### config.mk
export PLATFORM = sky130hd
export DESIGN_NAME = shell_command_line_tokenizer
export DESIGN_NICKNAME = d
export VERILOG_FILES = /design/src/sclt_pkg.sv /design/src/sclt_lexer.sv /design/src/sclt_outq.sv /design/src/shell_command_line_tokenizer.sv
export SDC_FILE = /design/constraint.sdc
export NUM_CORES = 1
export LEC_CHECK = 0
export ABC_AREA = 0
export BUFFER_PORTS_ARGS = -buffer_cell sky130_fd_sc_hd__buf_2
export CORE_AREA = 3 3 124 126
export DETAILED_ROUTE_END_ITERATION = 10
export DIE_AREA = 0 0 127 129
export PLACE_DENSITY = 0.91
export SYNTH_ARGS = -nofsm -noshare
export SYNTH_HDL_FRONTEND = slang
export SYNTH_SLANG_ARGS = --single-unit
### constraint.sdc
create_clock -name clk_i -period 10.12 [get_ports clk_i]
set_input_delay 2.024 -clock clk_i [delete_from_list [all_inputs] [get_ports clk_i]]
set_output_delay 2.024 -clock clk_i [all_outputs]
set_load 0.02 [all_outputs]
### src/sclt_pkg.sv
package sclt_pkg;

  typedef enum logic [2:0] {
    KIND_WORD    = 3'd0,
    KIND_PIPE    = 3'd1,
    KIND_OUT     = 3'd2,
    KIND_APPEND  = 3'd3,
    KIND_IN      = 3'd4,
    KIND_HEREDOC = 3'd5
  } token_kind_e;

  localparam logic [7:0] CH_NUL    = 8'h00;
  localparam logic [7:0] CH_TAB    = 8'h09;
  localparam logic [7:0] CH_CR     = 8'h0d;
  localparam logic [7:0] CH_SPACE  = 8'h20;
  localparam logic [7:0] CH_DQUOTE = 8'h22;
  localparam logic [7:0] CH_SQUOTE = 8'h27;
  localparam logic [7:0] CH_LT     = 8'h3c;
  localparam logic [7:0] CH_GT     = 8'h3e;
  localparam logic [7:0] CH_PIPE   = 8'h7c;

  localparam logic [11:0] ORD_MAX = 12'hfff;

  typedef struct packed {
    logic [12:0] length;
    logic [11:0] start;
    logic [11:0] ordinal;
    token_kind_e kind;
    logic        last;
  } token_t;

  // tokens produced by one byte: count is 0, 1 or 2, first goes out first
  typedef struct packed {
    logic [1:0] count;
    token_t     first;
    token_t     second;
  } push_t;

endpackage

### src/sclt_lexer.sv
module sclt_lexer
  import sclt_pkg::*;
#(
  parameter int unsigned MAX_LINE = 4096
) (
  input  logic       clk_i,
  input  logic       rst_ni,
  input  logic       take_i,
  input  logic [7:0] char_i,
  output push_t      push_o
);

  localparam int unsigned PW = $clog2(MAX_LINE);
  localparam logic [PW-1:0] POS_LAST = PW'(MAX_LINE - 1);

  typedef enum logic [2:0] {
    MODE_IDLE  = 3'd0,
    MODE_WORD  = 3'd1,
    MODE_QUOTE = 3'd2,
    MODE_GT    = 3'd3,
    MODE_LT    = 3'd4
  } mode_e;

  mode_e         mode_q, mode_d;
  logic          dquote_q, dquote_d;
  logic [PW-1:0] pos_q, pos_d;
  logic [PW-1:0] begin_q, begin_d;
  logic [11:0]   ord_q, ord_d;

  logic          is_nul, is_blank, ends_word;
  logic [PW:0]   span;
  logic          close_v, open_ok, pipe_v;
  token_kind_e   close_kind;
  logic [PW:0]   close_len;
  logic [PW:0]   len_fix;
  logic [31:0]   len_wide, begin_wide, pos_wide;
  logic [11:0]   ord_inc;
  logic [12:0]   ord_sum2;
  logic [1:0]    n_tok;
  token_t        close_tok, pipe_tok;

  always_comb begin
    is_nul    = (char_i == CH_NUL);
    is_blank  = (char_i == CH_SPACE) || ((char_i >= CH_TAB) && (char_i <= CH_CR));
    ends_word = is_nul || is_blank || (char_i == CH_PIPE) || (char_i == CH_GT) ||
                (char_i == CH_LT);
    span      = {1'b0, pos_q} - {1'b0, begin_q};

    close_v    = 1'b0;
    close_kind = KIND_WORD;
    close_len  = span;
    open_ok    = 1'b0;
    mode_d     = mode_q;
    dquote_d   = dquote_q;
    begin_d    = begin_q;
    pipe_v     = 1'b0;

    unique case (mode_q)
      MODE_WORD: begin
        if (ends_word) begin
          close_v = 1'b1;
          mode_d  = MODE_IDLE;
          open_ok = !is_nul;
        end
      end
      MODE_QUOTE: begin
        if (is_nul) begin
          close_v = 1'b1;
          mode_d  = MODE_IDLE;
        end else if (char_i == (dquote_q ? CH_DQUOTE : CH_SQUOTE)) begin
          close_v   = 1'b1;
          close_len = span + (PW+1)'(1);
          mode_d    = MODE_IDLE;
        end
      end
      MODE_GT, MODE_LT: begin
        mode_d  = MODE_IDLE;
        close_v = 1'b1;
        if (char_i == ((mode_q == MODE_GT) ? CH_GT : CH_LT)) begin
          close_kind = (mode_q == MODE_GT) ? KIND_APPEND : KIND_HEREDOC;
          close_len  = (PW+1)'(2);
        end else begin
          close_kind = (mode_q == MODE_GT) ? KIND_OUT : KIND_IN;
          close_len  = (PW+1)'(1);
          open_ok    = !is_nul;
        end
      end
      default: begin
        mode_d  = MODE_IDLE;
        open_ok = !is_nul;
      end
    endcase

    if (open_ok && !is_blank) begin
      begin_d = pos_q;
      if (char_i == CH_PIPE) begin
        pipe_v = 1'b1;
      end else if (char_i == CH_GT) begin
        mode_d = MODE_GT;
      end else if (char_i == CH_LT) begin
        mode_d = MODE_LT;
      end else if ((char_i == CH_SQUOTE) || (char_i == CH_DQUOTE)) begin
        mode_d   = MODE_QUOTE;
        dquote_d = (char_i == CH_DQUOTE);
      end else begin
        mode_d = MODE_WORD;
      end
    end

    // a length that comes out as zero near the line limit is raised to one
    len_fix    = (close_len == '0) ? (PW+1)'(1) : close_len;
    len_wide   = 32'(len_fix);
    begin_wide = 32'(begin_q);
    pos_wide   = 32'(pos_q);

    ord_inc  = (ord_q == ORD_MAX) ? ord_q : ord_q + 12'd1;
    ord_sum2 = {1'b0, ord_q} + 13'd2;

    close_tok.kind    = close_kind;
    close_tok.ordinal = ord_q;
    close_tok.start   = begin_wide[11:0];
    close_tok.length  = len_wide[12:0];
    close_tok.last    = !pipe_v;

    pipe_tok.kind    = KIND_PIPE;
    pipe_tok.ordinal = close_v ? ord_inc : ord_q;
    pipe_tok.start   = pos_wide[11:0];
    pipe_tok.length  = 13'd1;
    pipe_tok.last    = 1'b1;

    n_tok = {1'b0, close_v} + {1'b0, pipe_v};

    push_o.count  = take_i ? n_tok : 2'd0;
    push_o.first  = close_v ? close_tok : pipe_tok;
    push_o.second = pipe_tok;

    unique case (n_tok)
      2'd0:    ord_d = ord_q;
      2'd1:    ord_d = ord_inc;
      default: ord_d = ord_sum2[12] ? ORD_MAX : ord_sum2[11:0];
    endcase

    pos_d = (pos_q != POS_LAST) ? pos_q + PW'(1) : pos_q;

    // end of line clears the line state
    if (is_nul) begin
      mode_d   = MODE_IDLE;
      dquote_d = 1'b0;
      pos_d    = '0;
      begin_d  = '0;
      ord_d    = '0;
    end
  end

  always_ff @(posedge clk_i or negedge rst_ni) begin
    if (!rst_ni) begin
      mode_q   <= MODE_IDLE;
      dquote_q <= 1'b0;
      pos_q    <= '0;
      begin_q  <= '0;
      ord_q    <= '0;
    end else if (take_i) begin
      mode_q   <= mode_d;
      dquote_q <= dquote_d;
      pos_q    <= pos_d;
      begin_q  <= begin_d;
      ord_q    <= ord_d;
    end
  end

`ifndef SYNTHESIS
  a_nul_clears: assert property (@(posedge clk_i) disable iff (!rst_ni)
    take_i && (char_i == CH_NUL) |=> (pos_q == '0) && (ord_q == '0) && (mode_q == MODE_IDLE))
    else $error("line state not cleared at end of line");

  a_begin_le_pos: assert property (@(posedge clk_i) disable iff (!rst_ni)
    begin_q <= pos_q)
    else $error("token start beyond current position");

  a_pair_order: assert property (@(posedge clk_i) disable iff (!rst_ni)
    push_o.count == 2'd2 |-> (push_o.first.kind != KIND_PIPE) &&
                             (push_o.second.kind == KIND_PIPE) && !push_o.first.last)
    else $error("two tokens from one byte in wrong form");
`endif

endmodule

### src/sclt_outq.sv
module sclt_outq
  import sclt_pkg::*;
(
  input  logic   clk_i,
  input  logic   rst_ni,
  input  push_t  push_i,
  input  logic   ready_i,
  output logic   valid_o,
  output token_t head_o,
  output logic   room_o
);

  token_t     q_q [3];
  token_t     q_d [3];
  token_t     base [3];
  logic [1:0] cnt_q, cnt_d;
  logic [1:0] after;
  logic       pop;

  always_comb begin
    pop     = (cnt_q != 2'd0) && ready_i;
    after   = cnt_q - {1'b0, pop};
    base[0] = pop ? q_q[1] : q_q[0];
    base[1] = pop ? q_q[2] : q_q[1];
    base[2] = q_q[2];
    for (int i = 0; i < 3; i++) begin
      q_d[i] = base[i];
      if ((push_i.count != 2'd0) && (after == 2'(i))) begin
        q_d[i] = push_i.first;
      end
      if ((push_i.count == 2'd2) && ((after + 2'd1) == 2'(i))) begin
        q_d[i] = push_i.second;
      end
    end
    cnt_d = after + push_i.count;
  end

  always_ff @(posedge clk_i or negedge rst_ni) begin
    if (!rst_ni) begin
      cnt_q <= '0;
    end else begin
      cnt_q <= cnt_d;
    end
  end

  always_ff @(posedge clk_i) begin
    for (int i = 0; i < 3; i++) begin
      q_q[i] <= q_d[i];
    end
  end

  assign valid_o = (cnt_q != 2'd0);
  assign head_o  = q_q[0];
  assign room_o  = (cnt_q <= 2'd1);

`ifndef SYNTHESIS
  a_no_overflow: assert property (@(posedge clk_i) disable iff (!rst_ni)
    push_i.count != 2'd0 |-> cnt_q <= 2'd1)
    else $error("token queue overflow");

  a_count_code: assert property (@(posedge clk_i) disable iff (!rst_ni)
    push_i.count != 2'd3)
    else $error("more than two tokens from one byte");

  a_pop_only: assert property (@(posedge clk_i) disable iff (!rst_ni)
    pop && (push_i.count == 2'd0) |=> cnt_q == $past(cnt_q) - 2'd1)
    else $error("queue count lost on transfer");
`endif

endmodule

### src/shell_command_line_tokenizer.sv
// Streaming shell command-line lexer. Each input transfer carries one byte of a line; byte 0 ends
// the line, flushes a pending token and restarts offsets and ordinals at zero. Tokens (words,
// quoted words, pipes, >, >>, <, <<) leave as one transfer each with kind, ordinal, start offset
// and length; tlast marks the last token caused by one byte. A single > or < comes out only when
// the next byte arrives. The lexer takes one byte per cycle while s_axis_tready is high, and its
// tokens enter a registered three-entry token queue when the byte is taken. The queue drains one
// token per cycle while m_axis_tready is high; s_axis_tready drops while two or more tokens wait,
// so a byte that yields two tokens (word or redirect followed by a pipe) may delay the next byte.
module shell_command_line_tokenizer
  import sclt_pkg::*;
#(
  parameter int unsigned MAX_LINE = 4096
) (
  input  logic        clk_i,
  input  logic        rst_ni,
  input  logic        s_axis_tvalid,
  output logic        s_axis_tready,
  input  logic [7:0]  s_axis_tdata,   // char_code
  output logic        m_axis_tvalid,
  input  logic        m_axis_tready,
  output logic [39:0] m_axis_tdata,   // token_kind, token_ordinal, token_start, token_length
  output logic        m_axis_tlast    // last_of_run
);

  push_t  push;
  token_t head;
  logic   room;
  logic   take;

  assign take          = s_axis_tvalid && room;
  assign s_axis_tready = room;

  sclt_lexer #(
    .MAX_LINE(MAX_LINE)
  ) u_lexer (
    .clk_i (clk_i),
    .rst_ni(rst_ni),
    .take_i(take),
    .char_i(s_axis_tdata),
    .push_o(push)
  );

  sclt_outq u_outq (
    .clk_i  (clk_i),
    .rst_ni (rst_ni),
    .push_i (push),
    .ready_i(m_axis_tready),
    .valid_o(m_axis_tvalid),
    .head_o (head),
    .room_o (room)
  );

  assign m_axis_tdata = {head.length, head.start, head.ordinal, head.kind};
  assign m_axis_tlast = head.last;

endmodule

==> flow_summary_export.csv <==
group,metric,value,unit
finish,areaGrowthSynthToFinish,8.24,%
sta,rsz0062_at_grt,"false",
logic_synthesis,ys_ff_latch,165,
sta,relSlewSlack,13.3,%
power_and_ir_drop,p_comb_share,40.6,%
worst_setup_path,cp_top_family,"simple AND/OR/NAND/NOR gates",
clocking,insertion_delay,0.44,ns
sta,slew_violations,0,
power_and_ir_drop,switching_share,41.7,%
power_and_ir_drop,p_switching,1030,uW
worst_setup_path,critPathCaptureType,"flip-flop",
worst_setup_path,crit_path_max_fanout,25,
logic_synthesis,yosysTopAreaCellShare,22.6,%
detailed_routing,drc,0,
place,port_buffers,54,
clocking,cts-hold-fix-buffers,0,
power_and_ir_drop,seqPwrFrac,35.6,%
sta,clock_skew,0.0123,ns
outcome,outcome,"finished, final reports clean",
logic_synthesis,syn_inst,1118,
sta,setup_viol,0,
finish,final_layout_size_suffix_gt1_share,10.5,%
hold_path,hold_path_class,"flip-flop to flip-flop",
global_route,grt_max_degree,43,
logic_synthesis,netlist_area,9580,um^2
die,coreArea,14400,um^2
detailed_routing,antenna_left,0,
worst_setup_path,path_cells,"buf_2, nor2_1, nand3b_1, a2111oi_0, o21ai_0, a21oi_1, or2_2, ha_1, nor2_1, nand3_1, nand3_1, buf_4",
detailed_routing,firstDrtPassIters,7,
detailed_routing,drt-initial-drc-count,1741,
sta,post-route-period-util,70.8,%
global_route,first_global_vias,8199,
clocking,cts_resized,0,
sta,tightest_slew,1.29,ns
global_route,grt_pass1_wl,43000,um
sta,layout_setup_ws,2.95,ns
finish,layout_commonest_cell,"nand2_1",
worst_setup_path,crit_buf_inv,2,
power_and_ir_drop,internal_power,1450,uW
logic_synthesis,synth.area.top_cells,"edfxtp_1 23%, dfrtp_1 11%, dfxtp_1 11%",
finish,nets,1151,
global_route,antenna_found_initial,0,
logic_synthesis,ys_async_sr_fraction,25.5,%
logic_synthesis,syn_nets,1151,
clocking,cts_tree,"built",
logic_synthesis,ys_types,77,
global_route,gr-total-overflow,0,
worst_setup_path,worstPathRequired,10.25,ns
power_and_ir_drop,peakVddDrop,0.000204,V
sta,fmax,139,MHz
clocking,clk_path_buf_depth,2,
sta,period_needed,7.17,ns
logic_synthesis,synth_edf_count,72,
worst_setup_path,start_kind,"input pin",
die,die_h,129,um
logic_synthesis,yosys_most_used_dff,"edfxtp_1",
detailed_routing,avgViaCountPerCell,7.02,
die,fp.dieW,127,um
die,start_util,66.4,%
clocking,cts_max_level,4,
clocking,clock-root-buffer,"clkbuf_16",
power_and_ir_drop,power_frac_clock,23.9,%
clocking,post_cts_buffers,0,
place,dp.cells,1283,
worst_setup_path,cp_slowest_cell,"nand3_1",
logic_synthesis,syn_area_per_cell,8.56,um^2
worst_setup_path,worstSetupPathType,"input pin to flip-flop",
die,dieArea,16400,um^2
logic_synthesis,ys_seq_area_share,44.2,%
power_and_ir_drop,cellLeakagePower,0.00414,uW
worst_setup_path,arrival,7.30,ns
finish,most-common-layout-cells,"165 x nand2_1, 116 x a21oi_1, 97 x nor2_1, 81 x o21ai_0, 72 x edfxtp_1",
clocking,clock_sinks,165,
finish,diodes,0,
worst_setup_path,max_stage_delay,0.92,ns
run,drv_cap,0,
detailed_routing,num_vias,9234,
sta,hold_violations,0,
logic_synthesis,yosysTopAreaCell,"edfxtp_1",
detailed_routing,wl_per_cell,20.5,um
detailed_routing,wl,27000,um
place,pre_cts_slack,2.82,ns
global_route,grt_util_all_layers,32.8,%
clocking,clk_pin_slew_worst_paths,0.06,ns
place,gp_congestion,0.968,
logic_synthesis,ys.warnings.count,0,
finish,final_cells,1315,
clocking,cts_buffers,17,
place,dpl.hpwl,18200,um
die,boundaryPins,55,
die,num_rows,44,
sta,fin_setup_tns,0,ns
power_and_ir_drop,power_density,240,nW/um^2
==> layer usage <==
layer  GRT usage, %  up-vias  wire [um]
li1               -     4086          -
met1           45.7     4301      10700
met2           49.3      717      11800
met3           7.18      130       3170
met4           15.3        0       1310
met5              0        -          0
==> metrics by stage <==
| step | utilization, % | hold WS, ns | total power, uW | area [um^2] |
|---|---|---|---|---|
| 4_1_cts | 71.9 | 0.447 | 2450 | 10400 |
| 2_1_floorplan | - | 0.424 | 1610 | 9580 |
| 6_report | 71.9 | 0.444 | 2480 | 10400 |
| 3_3_place_gp | 68.2 | 0.436 | 1840 | 9840 |
| 5_1_grt | 71.9 | 0.460 | 2600 | 10400 |
| 3_5_place_dp | 68.2 | 0.438 | 1870 | 9840 |
==> cells in the mapped netlist, drive strengths merged (5+ instances only) <==
| cell type | n |
|---|---|
| dfrtp | 42 |
| mux2i | 10 |
| buf | 6 |
| nor3 | 34 |
| dfxtp | 51 |
| nand4 | 11 |
| a211oi | 6 |
| a311oi | 5 |
| or3 | 11 |
| inv | 30 |
| nand3 | 39 |
| o31ai | 9 |
| or2 | 6 |
| o22ai | 35 |
| a21o | 10 |
| edfxtp | 72 |
| o21ai | 88 |
| and3 | 28 |
| a31oi | 5 |
| a221oi | 5 |
| xor2 | 17 |
| a22o | 24 |
| ha | 20 |
| a21oi | 116 |
| nand2 | 165 |
| o221a | 6 |
| nor4 | 10 |
| nor2 | 97 |
| xnor2 | 12 |
| clkbuf | 76 |
| nor2b | 8 |
==> flip-flops by register name (all words and copies together), names as in the netlist <==
register,cells
u_lexer.dquote_q,1
u_lexer.pos_q,12
u_lexer.mode_q,3
u_lexer.begin_q,12
u_outq.cnt_q,2
u_lexer.ord_q,12
u_outq.q_q,123
==> worst reg2reg max path, cell delays in order (launching register included) <==
cell and delay, ns:
dfrtp_1 0.53, and3b_1 0.40, xor2_1 0.18, nor3_1 0.08, a221o_1 0.41, nor3_1 0.49
ha_1 0.55, nor2_1 0.32, nand3_1 0.88, nand3_1 0.93, buf_4 0.37
==> logic make-up (layout without fill, tap and decap cells) <==
kind of cell	after synthesis	in the layout	share of synthesized area [%]
xor+xnor	29	29	2.65
simple gates	431	431	21.3
fa+ha+maj	21	21	2.82
flops	165	165	44.2
compound gates	349	349	23.3
buf+inv	112	125	4.53
mux	11	11	1.16
==> power groups by stage <==
stage | registers [uW] | logic (uW) | clock network, uW
finish | 884 | 1010 | 593
global placement | 889 | 951 | 0
CTS | 878 | 984 | 590
floorplan | 886 | 727 | 0
global route | 890 | 1090 | 616
detailed placement | 890 | 976 | 0
==> cell type report <==
type                            instances  area (um^2)
Clock buffer                           21          450
Clock inverter                         11         75.1
Fill cell                            1060         4060
Inverter                               30          113
Multi-Input combinational cell        841         4920
Sequential cell                       165         4230
Tap cell                              184          230
Timing Repair Buffer                   63          338
==> path summary, 6_finish.rpt <==
kind | start | to | slack, ns | cells past startpoint
min | u_outq.q_q[0][111] | u_outq.q_q[0][111] | 0.44 | 2
max in group asynchronous | rst_ni | u_lexer.pos_q[1] | 7.74 | 1
max reg2reg | u_lexer.mode_q[1] | u_outq.q_q[0][9] | 4.66 | 10
max | s_axis_tdata[1] | u_outq.q_q[0][9] | 2.95 | 12
min in group asynchronous | rst_ni | u_lexer.ord_q[4] | 1.74 | 1
min reg2reg | u_outq.q_q[0][111] | u_outq.q_q[0][111] | 0.44 | 2
Note: power is estimated with default switching activity, not from simulation.
